<file path="src/rtl/utf8ct_pkg.sv">
// Shared types and constants for the UTF-8 character translation core.
// No dependencies; all other files except the checker refer to it by scoped names.
`default_nettype none

package utf8ct_pkg;

  localparam int unsigned TableEntries = 64;
  localparam int unsigned CpW          = 21;
  localparam int unsigned ByteW        = 8;

  typedef enum logic [1:0] {
    OpClear = 2'd0,
    OpAdd   = 2'd1,
    OpText  = 2'd2
  } op_e;

  // One table entry as held in the value memory.
  typedef struct packed {
    logic           is_delete;
    logic [CpW-1:0] value;
  } entry_t;

  // What the byte gatherer makes of one text byte.
  typedef struct packed {
    logic [3:0][ByteW-1:0] raw;
    logic [2:0]            raw_cnt;
    logic                  lookup;
    logic [CpW-1:0]        cp;
  } gath_t;

  // Request held in the table stage.
  typedef struct packed {
    op_e                   op;
    logic [CpW-1:0]        cp;
    logic [CpW-1:0]        value;
    logic                  has_value;
    logic [3:0][ByteW-1:0] raw;
    logic [2:0]            raw_cnt;
    logic                  lookup;
    logic                  eos;
  } item_t;

  // Request held in the compose stage.
  typedef struct packed {
    logic [3:0][ByteW-1:0] raw;
    logic [2:0]            raw_cnt;
    logic                  hit;
    logic                  eos;
    logic                  ovf;
  } s2_t;

endpackage

`default_nettype wire

</file>
<file path="src/rtl/utf8_character_translate_core.sv">
// Top level of the UTF-8 character translation core: gatherer, table stage, compose stage.
// Depends on utf8ct_pkg, utf8ct_gather, utf8ct_table and utf8ct_emit.
`default_nettype none

// Translates a UTF-8 byte stream through a loadable codepoint table, as SQL translate does.
// Requests enter on the slave stream with the operation in tuser: clear, add entry, or a text
// byte with tlast marking the end of the string. One request is taken per cycle while the
// stages ahead are free; a codepoint that leaves as more than one byte can hold the input back,
// since the output register sends one byte a cycle while the receiver is ready. A text byte
// passes the gatherer, the table stage (a parallel match over all keys plus a registered read
// of the value memory) and the compose stage, and its bytes are offered from the output
// register. The table comes out of reset empty and needs no clearing pass.

module utf8_character_translate_core #(
  parameter int unsigned TABLE_ENTRIES = utf8ct_pkg::TableEntries
) (
  input  wire logic        clk_i,
  input  wire logic        rst_ni,
  input  wire logic        s_axis_tvalid_i,
  output logic             s_axis_tready_o,
  input  wire logic [55:0] s_axis_tdata_i,  // key_codepoint, value_codepoint, has_value,
                                            // text_byte, zero fill
  input  wire logic        s_axis_tlast_i,  // end_of_string
  input  wire logic [1:0]  s_axis_tuser_i,  // operation
  output logic             m_axis_tvalid_o,
  input  wire logic        m_axis_tready_i,
  output logic [7:0]       m_axis_tdata_o,  // out_byte
  output logic             m_axis_tlast_o,  // last_of_run
  output logic [2:0]       m_axis_tuser_o   // byte_valid, string_end, table_overflow
);

  utf8ct_pkg::gath_t  gath;
  utf8ct_pkg::item_t  s1_q, s1_d;
  logic               s1_valid_q;
  utf8ct_pkg::s2_t    s2_d;
  utf8ct_pkg::entry_t rdata;
  logic               s1_fire, accept, known_op, is_text, s2_ready, tbl_hit, tbl_ovf;

  assign is_text  = (s_axis_tuser_i == utf8ct_pkg::OpText);
  assign known_op = (s_axis_tuser_i == utf8ct_pkg::OpClear) ||
                    (s_axis_tuser_i == utf8ct_pkg::OpAdd) || is_text;

  assign s1_fire = s1_valid_q && ((s1_q.op != utf8ct_pkg::OpText) || s2_ready);
  assign s_axis_tready_o = !s1_valid_q || s1_fire;
  assign accept  = s_axis_tvalid_i && s_axis_tready_o;

  utf8ct_gather u_gather (
    .clk_i   (clk_i),
    .rst_ni  (rst_ni),
    .update_i(accept && is_text),
    .byte_i  (s_axis_tdata_i[50:43]),
    .eos_i   (s_axis_tlast_i),
    .gath_o  (gath)
  );

  always_comb begin
    s1_d.op        = utf8ct_pkg::op_e'(s_axis_tuser_i);
    s1_d.cp        = is_text ? gath.cp : s_axis_tdata_i[20:0];
    s1_d.value     = s_axis_tdata_i[41:21];
    s1_d.has_value = s_axis_tdata_i[42];
    s1_d.raw       = gath.raw;
    s1_d.raw_cnt   = gath.raw_cnt;
    s1_d.lookup    = gath.lookup;
    s1_d.eos       = s_axis_tlast_i;
  end

  always_ff @(posedge clk_i or negedge rst_ni) begin
    if (!rst_ni) begin
      s1_valid_q <= 1'b0;
    end else if (accept && known_op) begin
      s1_valid_q <= 1'b1;
    end else if (s1_fire) begin
      s1_valid_q <= 1'b0;
    end
  end

  always_ff @(posedge clk_i) begin
    if (accept && known_op) begin
      s1_q <= s1_d;
    end
  end

  utf8ct_table #(
    .TABLE_ENTRIES(TABLE_ENTRIES)
  ) u_table (
    .clk_i  (clk_i),
    .rst_ni (rst_ni),
    .fire_i (s1_fire),
    .item_i (s1_q),
    .hit_o  (tbl_hit),
    .ovf_o  (tbl_ovf),
    .rdata_o(rdata)
  );

  assign s2_d.raw     = s1_q.raw;
  assign s2_d.raw_cnt = s1_q.raw_cnt;
  assign s2_d.hit     = s1_q.lookup && tbl_hit;
  assign s2_d.eos     = s1_q.eos;
  assign s2_d.ovf     = tbl_ovf;

  utf8ct_emit u_emit (
    .clk_i          (clk_i),
    .rst_ni         (rst_ni),
    .load_i         (s1_fire && (s1_q.op == utf8ct_pkg::OpText)),
    .s2_i           (s2_d),
    .rdata_i        (rdata),
    .ready_o        (s2_ready),
    .m_axis_tvalid_o(m_axis_tvalid_o),
    .m_axis_tready_i(m_axis_tready_i),
    .m_axis_tdata_o (m_axis_tdata_o),
    .m_axis_tlast_o (m_axis_tlast_o),
    .m_axis_tuser_o (m_axis_tuser_o)
  );

endmodule

`default_nettype wire

</file>
<file path="src/rtl/utf8ct_gather.sv">
// UTF-8 byte gatherer: holds the partial sequence and decodes each text byte.
// Depends on utf8ct_pkg for the gatherer result type.
`default_nettype none

module utf8ct_gather (
  input  wire logic                       clk_i,
  input  wire logic                       rst_ni,
  input  wire logic                       update_i,
  input  wire logic [utf8ct_pkg::ByteW-1:0] byte_i,
  input  wire logic                       eos_i,
  output utf8ct_pkg::gath_t               gath_o
);

  logic [2:0][utf8ct_pkg::ByteW-1:0] pend_q, pend_d;
  logic [1:0]                        pend_cnt_q, pend_cnt_d;
  logic [2:0]                        exp_len_q, exp_len_d;

  logic [3:0][utf8ct_pkg::ByteW-1:0] raw, seq;
  logic [2:0]                        n;
  logic [1:0]                        pos;
  logic [2:0]                        lead;
  logic                              cont, ok, lk;
  logic [utf8ct_pkg::CpW-1:0]        cp;
  logic [10:0]                       cp2;
  logic [15:0]                       cp3;
  logic [20:0]                       cp4;

  always_comb begin
    cont = (byte_i[7:6] == 2'b10);
    if (byte_i[7:5] == 3'b110) begin
      lead = 3'd2;
    end else if (byte_i[7:4] == 4'b1110) begin
      lead = 3'd3;
    end else if (byte_i[7:3] == 5'b11110) begin
      lead = 3'd4;
    end else begin
      lead = 3'd0;
    end

    seq = '0;
    for (int j = 0; j < 3; j++) begin
      seq[j] = pend_q[j];
    end
    seq[pend_cnt_q] = byte_i;
    cp2 = {seq[0][4:0], seq[1][5:0]};
    cp3 = {seq[0][3:0], seq[1][5:0], seq[2][5:0]};
    cp4 = {seq[0][2:0], seq[1][5:0], seq[2][5:0], seq[3][5:0]};

    raw        = '0;
    n          = '0;
    pos        = '0;
    lk         = 1'b0;
    ok         = 1'b0;
    cp         = '0;
    pend_d     = pend_q;
    pend_cnt_d = pend_cnt_q;
    exp_len_d  = exp_len_q;

    if (pend_cnt_q != 2'd0) begin
      if (cont) begin
        if ({1'b0, pend_cnt_q} + 3'd1 == exp_len_q) begin
          unique case (pend_cnt_q)
            2'd1: begin
              cp = {10'b0, cp2};
              ok = (cp2[10:7] != 4'd0);
            end
            2'd2: begin
              cp = {5'b0, cp3};
              ok = (cp3 >= 16'h0800) && (cp3[15:11] != 5'b11011);
            end
            default: begin
              cp = cp4;
              ok = (cp4 >= 21'h010000) && (cp4 <= 21'h10FFFF);
            end
          endcase
          raw        = seq;
          n          = {1'b0, pend_cnt_q} + 3'd1;
          lk         = ok;
          pend_cnt_d = 2'd0;
          exp_len_d  = 3'd0;
        end else begin
          pend_d[pend_cnt_q] = byte_i;
          pend_cnt_d         = pend_cnt_q + 2'd1;
        end
      end else begin
        // A broken sequence goes out raw before the new byte.
        for (int j = 0; j < 3; j++) begin
          if (2'(j) < pend_cnt_q) begin
            raw[j] = pend_q[j];
          end
        end
        n = {1'b0, pend_cnt_q};
        if (lead != 3'd0) begin
          pend_d[0]  = byte_i;
          pend_cnt_d = 2'd1;
          exp_len_d  = lead;
        end else begin
          raw[n[1:0]] = byte_i;
          n           = n + 3'd1;
          pend_cnt_d  = 2'd0;
          exp_len_d   = 3'd0;
        end
      end
    end else if (!byte_i[7]) begin
      raw[0] = byte_i;
      n      = 3'd1;
      lk     = 1'b1;
      cp     = {13'b0, byte_i};
    end else if (lead != 3'd0) begin
      pend_d[0]  = byte_i;
      pend_cnt_d = 2'd1;
      exp_len_d  = lead;
    end else begin
      raw[0] = byte_i;
      n      = 3'd1;
    end

    if (eos_i) begin
      for (int j = 0; j < 3; j++) begin
        if (2'(j) < pend_cnt_d) begin
          pos      = n[1:0] + 2'(j);
          raw[pos] = pend_d[j];
        end
      end
      n          = n + {1'b0, pend_cnt_d};
      pend_cnt_d = 2'd0;
      exp_len_d  = 3'd0;
    end
  end

  assign gath_o.raw     = raw;
  assign gath_o.raw_cnt = n;
  assign gath_o.lookup  = lk;
  assign gath_o.cp      = cp;

  always_ff @(posedge clk_i or negedge rst_ni) begin
    if (!rst_ni) begin
      pend_cnt_q <= 2'd0;
      exp_len_q  <= 3'd0;
    end else if (update_i) begin
      pend_cnt_q <= pend_cnt_d;
      exp_len_q  <= exp_len_d;
    end
  end

  always_ff @(posedge clk_i) begin
    if (update_i) begin
      pend_q <= pend_d;
    end
  end

endmodule

`default_nettype wire

</file>
<file path="src/rtl/utf8ct_table.sv">
// Mapping table: key registers with a parallel match, value memory, fill count, overflow flag.
// Depends on utf8ct_pkg for the request and entry types.
`default_nettype none

module utf8ct_table #(
  parameter int unsigned TABLE_ENTRIES = utf8ct_pkg::TableEntries
) (
  input  wire logic              clk_i,
  input  wire logic              rst_ni,
  input  wire logic              fire_i,
  input  wire utf8ct_pkg::item_t item_i,
  output logic                   hit_o,
  output logic                   ovf_o,
  output utf8ct_pkg::entry_t     rdata_o
);

  localparam int unsigned IdxW = (TABLE_ENTRIES > 1) ? $clog2(TABLE_ENTRIES) : 1;
  localparam int unsigned CntW = $clog2(TABLE_ENTRIES + 1);

  logic [utf8ct_pkg::CpW-1:0] key_q [TABLE_ENTRIES];
  utf8ct_pkg::entry_t         mem_q [TABLE_ENTRIES];
  logic [TABLE_ENTRIES-1:0]   used_q;
  logic [CntW-1:0]            count_q;
  logic                       ovf_q;

  logic [TABLE_ENTRIES-1:0]   match;
  logic [IdxW-1:0]            match_idx;
  logic                       full, do_add, do_write, do_read;
  logic [IdxW-1:0]            wr_idx;
  utf8ct_pkg::entry_t         wr_entry;

  // Keys are unique among used entries, so OR-ing the matching indices gives the one hit.
  always_comb begin
    match_idx = '0;
    for (int i = 0; i < TABLE_ENTRIES; i++) begin
      match[i] = used_q[i] && (key_q[i] == item_i.cp);
      if (match[i]) begin
        match_idx = match_idx | IdxW'(i);
      end
    end
  end

  assign hit_o    = |match;
  assign full     = (count_q == CntW'(TABLE_ENTRIES));
  assign do_add   = fire_i && (item_i.op == utf8ct_pkg::OpAdd) && !hit_o;
  assign do_write = do_add && !full;
  assign do_read  = fire_i && (item_i.op == utf8ct_pkg::OpText);
  assign wr_idx   = count_q[IdxW-1:0];

  assign wr_entry.is_delete = !item_i.has_value;
  assign wr_entry.value     = item_i.has_value ? item_i.value : '0;

  always_ff @(posedge clk_i or negedge rst_ni) begin
    if (!rst_ni) begin
      used_q  <= '0;
      count_q <= '0;
      ovf_q   <= 1'b0;
    end else if (fire_i && (item_i.op == utf8ct_pkg::OpClear)) begin
      used_q  <= '0;
      count_q <= '0;
      ovf_q   <= 1'b0;
    end else if (do_write) begin
      used_q[wr_idx] <= 1'b1;
      count_q        <= count_q + CntW'(1);
    end else if (do_add) begin
      ovf_q <= 1'b1;
    end
  end

  always_ff @(posedge clk_i) begin
    if (do_write) begin
      key_q[wr_idx] <= item_i.cp;
      mem_q[wr_idx] <= wr_entry;
    end
    if (do_read) begin
      rdata_o <= mem_q[match_idx];
    end
  end

  assign ovf_o = ovf_q;

endmodule

`default_nettype wire

</file>
<file path="src/rtl/utf8ct_emit.sv">
// Compose stage and output register: re-encodes mapped codepoints; one byte a cycle when taken.
// Depends on utf8ct_pkg for the stage and entry types.
`default_nettype none

module utf8ct_emit (
  input  wire logic                         clk_i,
  input  wire logic                         rst_ni,
  input  wire logic                         load_i,
  input  wire utf8ct_pkg::s2_t              s2_i,
  input  wire utf8ct_pkg::entry_t           rdata_i,
  output logic                              ready_o,
  output logic                              m_axis_tvalid_o,
  input  wire logic                         m_axis_tready_i,
  output logic [7:0]                        m_axis_tdata_o,  // out_byte
  output logic                              m_axis_tlast_o,  // last_of_run
  output logic [2:0]                        m_axis_tuser_o   // byte_valid, string_end,
                                                             // table_overflow
);

  utf8ct_pkg::s2_t                   s2_q;
  logic                              s2_valid_q;
  logic [3:0][utf8ct_pkg::ByteW-1:0] ob_bytes_q;
  logic [1:0]                        ob_idx_q, ob_last_q;
  logic                              ob_valid_q, ob_bv_q, ob_eos_q, ob_ovf_q;

  logic [3:0][utf8ct_pkg::ByteW-1:0] bytes;
  logic [2:0]                        cnt;
  logic                              bv;
  logic [utf8ct_pkg::CpW-1:0]        v;
  logic                              take, ob_at_last, ob_free, s2_adv;

  assign v = rdata_i.value;

  always_comb begin
    bytes = s2_q.raw;
    cnt   = s2_q.raw_cnt;
    bv    = 1'b1;
    if (s2_q.hit) begin
      bytes = '0;
      if (rdata_i.is_delete) begin
        cnt = 3'd0;
      end else if (v[20:7] == '0) begin
        bytes[0] = v[7:0];
        cnt      = 3'd1;
      end else if (v[20:11] == '0) begin
        bytes[0] = {3'b110, v[10:6]};
        bytes[1] = {2'b10, v[5:0]};
        cnt      = 3'd2;
      end else if (v[20:16] == '0) begin
        bytes[0] = {4'b1110, v[15:12]};
        bytes[1] = {2'b10, v[11:6]};
        bytes[2] = {2'b10, v[5:0]};
        cnt      = 3'd3;
      end else begin
        bytes[0] = {5'b11110, v[20:18]};
        bytes[1] = {2'b10, v[17:12]};
        bytes[2] = {2'b10, v[11:6]};
        bytes[3] = {2'b10, v[5:0]};
        cnt      = 3'd4;
      end
    end
    // A string that ends with nothing to send still gets an empty end marker.
    if ((cnt == 3'd0) && s2_q.eos) begin
      bytes = '0;
      cnt   = 3'd1;
      bv    = 1'b0;
    end
  end

  assign take       = ob_valid_q && m_axis_tready_i;
  assign ob_at_last = (ob_idx_q == ob_last_q);
  assign ob_free    = !ob_valid_q || (take && ob_at_last);
  assign s2_adv     = s2_valid_q && ob_free;
  assign ready_o    = !s2_valid_q || s2_adv;

  always_ff @(posedge clk_i or negedge rst_ni) begin
    if (!rst_ni) begin
      s2_valid_q <= 1'b0;
      ob_valid_q <= 1'b0;
      ob_idx_q   <= 2'd0;
    end else begin
      if (load_i) begin
        s2_valid_q <= 1'b1;
      end else if (s2_adv) begin
        s2_valid_q <= 1'b0;
      end
      if (s2_adv && (cnt != 3'd0)) begin
        ob_valid_q <= 1'b1;
        ob_idx_q   <= 2'd0;
      end else if (take && ob_at_last) begin
        ob_valid_q <= 1'b0;
      end else if (take) begin
        ob_idx_q <= ob_idx_q + 2'd1;
      end
    end
  end

  always_ff @(posedge clk_i) begin
    if (load_i) begin
      s2_q <= s2_i;
    end
    if (s2_adv && (cnt != 3'd0)) begin
      ob_bytes_q <= bytes;
      ob_last_q  <= 2'(cnt - 3'd1);
      ob_bv_q    <= bv;
      ob_eos_q   <= s2_q.eos;
      ob_ovf_q   <= s2_q.ovf;
    end
  end

  assign m_axis_tvalid_o = ob_valid_q;
  assign m_axis_tdata_o  = ob_bytes_q[ob_idx_q];
  assign m_axis_tlast_o  = ob_at_last;
  assign m_axis_tuser_o  = {ob_ovf_q, ob_eos_q && ob_at_last, ob_bv_q};

endmodule

`default_nettype wire

</file>
<file path="config.mk">
export PLATFORM = sky130hd
export DESIGN_NAME = utf8_character_translate_core
export DESIGN_NICKNAME = d
export VERILOG_FILES = /design/src/rtl/utf8ct_pkg.sv /design/src/rtl/utf8_character_translate_core.sv /design/src/rtl/utf8ct_gather.sv /design/src/rtl/utf8ct_table.sv /design/src/rtl/utf8ct_emit.sv
export SDC_FILE = /design/constraint.sdc
export NUM_CORES = 2
export LEC_CHECK = 0
export BUFFER_PORTS_ARGS = -buffer_cell sky130_fd_sc_hd__buf_2
export CAP_MARGIN = 25
export CORE_MARGIN = 5
export CORE_UTILIZATION = 45
export DETAILED_ROUTE_END_ITERATION = 6
export PLACE_DENSITY = 0.68
export SLEW_MARGIN = 10
export SYNTH_ARGS = -nofsm -noshare
export SYNTH_HDL_FRONTEND = slang
export SYNTH_HIERARCHICAL = 1
export SYNTH_SLANG_ARGS = --single-unit
</file>
<file path="constraint.sdc">
create_clock -name clk_i -period 8.55 [get_ports clk_i]
set_input_delay 1.2825 -clock clk_i [delete_from_list [all_inputs] [get_ports clk_i]]
set_output_delay 1.2825 -clock clk_i [all_outputs]
set_load 0.01 [all_outputs]
</file>
==> results by group <==
Detailed routing
  – Routed wire per std cell: 26.15 microns
  – DRC errors left: 17
  – Vias per Instance: 5.852
  – Iter 0 DRT Violations: 8,121
  – Via count: 70,940
  – Initial DRT Pass Iterations: 7
  – Routed WL: 317.0 mm
  – Routed Antenna Nets: 0

Logic synthesis
  – Synth Cell Area: 126,000 sq um
  – Post-Syn Instances: 7,908
  – Avg Inst Size Synth: 15.93 sq um
  – Sequential-to-total area share from yosys stat: 0.7207
  – Yosys cell types: 106
  – Post-synth EDFFs: 2,955
  – Yosys warnings: 6
  – Post-synthesis async set-or-reset flop share: 0.02700
  – #FFs+latches synth: 3,037
  – Post-Syn Nets: 7,981
  – Main synth FF type: edfxtp_1

Setup path
  – CP Capture Type: flip-flop
  – Kind of critical path: reg -> reg
  – Critical path peak fanout: 117
  – Reg2Reg Depth: 15
  – Reg2reg start: s1_q[71]
  – Worst EP arrival: 7860 ps
  – Critical Path Source: s1_q[71]
  – Critical Path RT: 9190 ps
  – Startpoint types: flip-flop

Clock tree
  – Htree depth: 5
  – Post-CTS sizing: 0
  – CTS Hold Buffers Added: 0
  – Sink Count: 3,037
  – Clock buffer depth: 4
  – Post-CTS setup buffers: 0
  – Clk_lat worst skew: 950 ps
  – Clock-pin transition on the worst setup and hold timing paths: 60 ps
  – CTS buffer count: 318
  – CTS tree: yes
  – CTS root buf: clkbuf_16

Timing
  – Slew Limit Fails: 0
  – Setup violations, final: 0
  – Final hold vios: 0
  – Sum Neg Setup Slack: 0 ps
  – Skew final: 75.92 ps
  – Slew headroom: 0.2613
  – Fmax: 0.1385 GHz
  – Worst slew pin tran: 1108 ps
  – Minimum clock period: 7219 ps
  – Unrepaired setup endpoints after global routing: no
  – Final period utilization: 0.8443

Finish
  – Final Util: 0.5071
  – Final Non-Filler Cells: 12,120
  – Share of layout cells above drive strength 1: 0.1229
  – Leading cell types in the layout, fill and taps excluded: 2,955 x edfxtp_1, 1,018 x xnor2_1, 540 x nand2_1, 380 x mux2i_1, 333 x xor2_1
  – Area delta synth->final: 12.37%
  – Fillers: 22,550
  – Nets: 8,237
  – Commonest non-fill, non-tap cell in the layout: edfxtp_1

Min path
  – Hold depth: 0
  – Hold wc startpoint: s1_q[13]
  – Worst Hold Class: reg -> reg

GRT
  – First-pass GRT wire length: 464.7 mm
  – Vias in the first global route: 69,730
  – Pin count of the biggest net entering global routing: 145
  – Initial antenna violation count: 16
  – Gr ovfl total: 0
  – GR Util All Layers: 0.2117

Run status
  – Status: complete, but fails checks
  – Violated checks: DRC

Pwr
  – Switch Pwr: 6775 uW
  – Peak supply drop: 0.0002379 V
  – Clk network pwr share: 0.411
  – Total power: 31,360 uW
  – Combinational Power Share: 0.059
  – Leak pwr: 0.04555 uW
  – PwrDens: 221.6 nW/um^2
  – Power Internal: 24,590 uW
  – Sw frac: 0.2160
  – Flop pwr share: 0.531

Floorplan
  – Core box area: 279,100 sq um
  – Chip height: 539.1 microns
  – Die W: 539.1 microns
  – Initial Utilization: 0.4513
  – IO Count: 77
  – Die area: 290,600 sq um
  – Row count: 194

Placed design
  – Routability Congestion: 0.8922
  – Buffers on Ports: 71
  – Placed cells: 11,560
  – Post-DP HPWL: 183.9 mm

Run
  – Max_cap viols: 0
## flip-flops by register name (all words and copies together) (netlist names), 2 cells and up
register / cells
u_emit/ob_bytes_q: 32
u_table/rdata_o: 22
u_table/used_q: 64
u_emit/s2_q: 38
u_table/count_q: 7
u_table/mem_q: 1408
s1_q: 82
u_emit/ob_idx_q: 2
u_gather/pend_cnt_q: 2
u_gather/pend_q: 24
u_table/key_q: 1344
u_gather/exp_len_q: 3
u_emit/ob_last_q: 2
## through the flow
step,instance area [sq um],setup slack (ps),hold slack (ps)
after floorplan,126000,-44.62,400.3
after global placement,131700,1305,400.8
after detailed placement,131800,1482,405.4
after CTS,141400,1361,404.2
after global routing,141600,1271,422.0
final,141600,1331,404.2
## worst paths after layout
path,end,slack (ps)
max,u_table/rdata_o[6],1330
min,u_emit/s2_q[14],400
max reg2reg,u_table/rdata_o[6],1330
min reg2reg,u_emit/s2_q[14],400
max in group asynchronous,u_table/used_q[13],6590
min in group asynchronous,u_gather/exp_len_q[0],510
## cell type report
type	instances	area [sq um]	share of cell area
Antenna cell	3	7.507	0.00005303
Clock buffer	414	8640	0.06103
Tap cell	3724	4659	0.03291
Inverter	42	157.7	0.001114
Sequential cell	3037	90790	0.6413
Multi-Input combinational cell	4376	32740	0.2313
Clock inverter	136	959.7	0.006779
Timing Repair Buffer	389	3613	0.02553
## power groups by stage
stage               Combinational, uW  Clock [uW]  Sequential (uW)
global route                     1950       13700            16600
detailed placement               1810           0            17000
CTS                              1820       13100            16600
floorplan                        1140           0            16900
finish                           1840       12900            16600
global placement                 1750           0            17000
## Yosys cell counts, types with 9 or more instances
master / number / area, sq um
a21o_1: 19 / 142.6
xnor2_1: 1018 / 8916
nor4_1: 155 / 969.7
a22oi_1: 66 / 495.5
buf_1: 26 / 97.59
o21bai_1: 23 / 172.7
clkbuf_1: 173 / 649.4
xor2_1: 333 / 2917
a211oi_2: 9 / 112.6
a22o_1: 14 / 122.6
edfxtp_1: 2955 / 88740
mux2_2: 63 / 709.4
ha_1: 9 / 112.6
o2111a_1: 13 / 146.4
nor2_1: 84 / 315.3
and3_1: 75 / 469.2
o22ai_1: 134 / 838.3
o21a_1: 217 / 1629
a32oi_1: 25 / 219.0
a31oi_1: 85 / 531.8
nand2_1: 540 / 2027
nor3_1: 70 / 350.3
a21oi_1: 61 / 305.3
a221oi_1: 33 / 289.0
or3_1: 14 / 87.58
buf_4: 90 / 675.7
inv_1: 41 / 153.9
dfrtp_1: 82 / 2052
nor2b_1: 9 / 56.30
buf_2: 88 / 440.4
a211oi_1: 163 / 1224
and2_1: 44 / 275.3
nand4_1: 290 / 1814
mux2i_1: 380 / 3804
nand2b_1: 18 / 112.6
a21boi_0: 12 / 90.09
o22a_1: 11 / 96.34
buf_6: 72 / 810.8
a211o_1: 44 / 385.4
o21ai_0: 96 / 480.5
nand3_1: 106 / 530.5
## layer usage
metal  share of wire  GRT usage  vias to the layer above  wire length [microns]
met4           0.028    0.06262                        0                   8951
met3           0.084    0.03183                      535                  26690
met2            0.47     0.3367                     3189                 148300
met5               0          0                        -                      0
li1                -          -                    30770                      -
met1            0.42     0.3039                    36450                 133100
## worst max-delay path: stages, from the launching register on
cell and delay (ps):
edfxtp_1 1050, buf_12 410, xnor2_1 170, nand4_1 120, nor4_1 750, a22oi_2 300, nand4_1 270, or3_4 330
buf_4 540, nor2_4 330, buf_12 300, a211oi_1 380, a31oi_1 80, a32oi_1 490, nand3_1 360, or4b_1 700
## logic make-up after synthesis
family          Yosys count  share of synthesized area
simple gates           1455                    0.05938
fa+ha+maj                10                   0.001053
xor+xnor               1353                    0.09418
compound gates         1105                    0.06433
buf+inv                 495                    0.02291
flops                  3037                     0.7207
mux                     453                    0.03748
No activity file was read; power rests on OpenSTA's default activity.
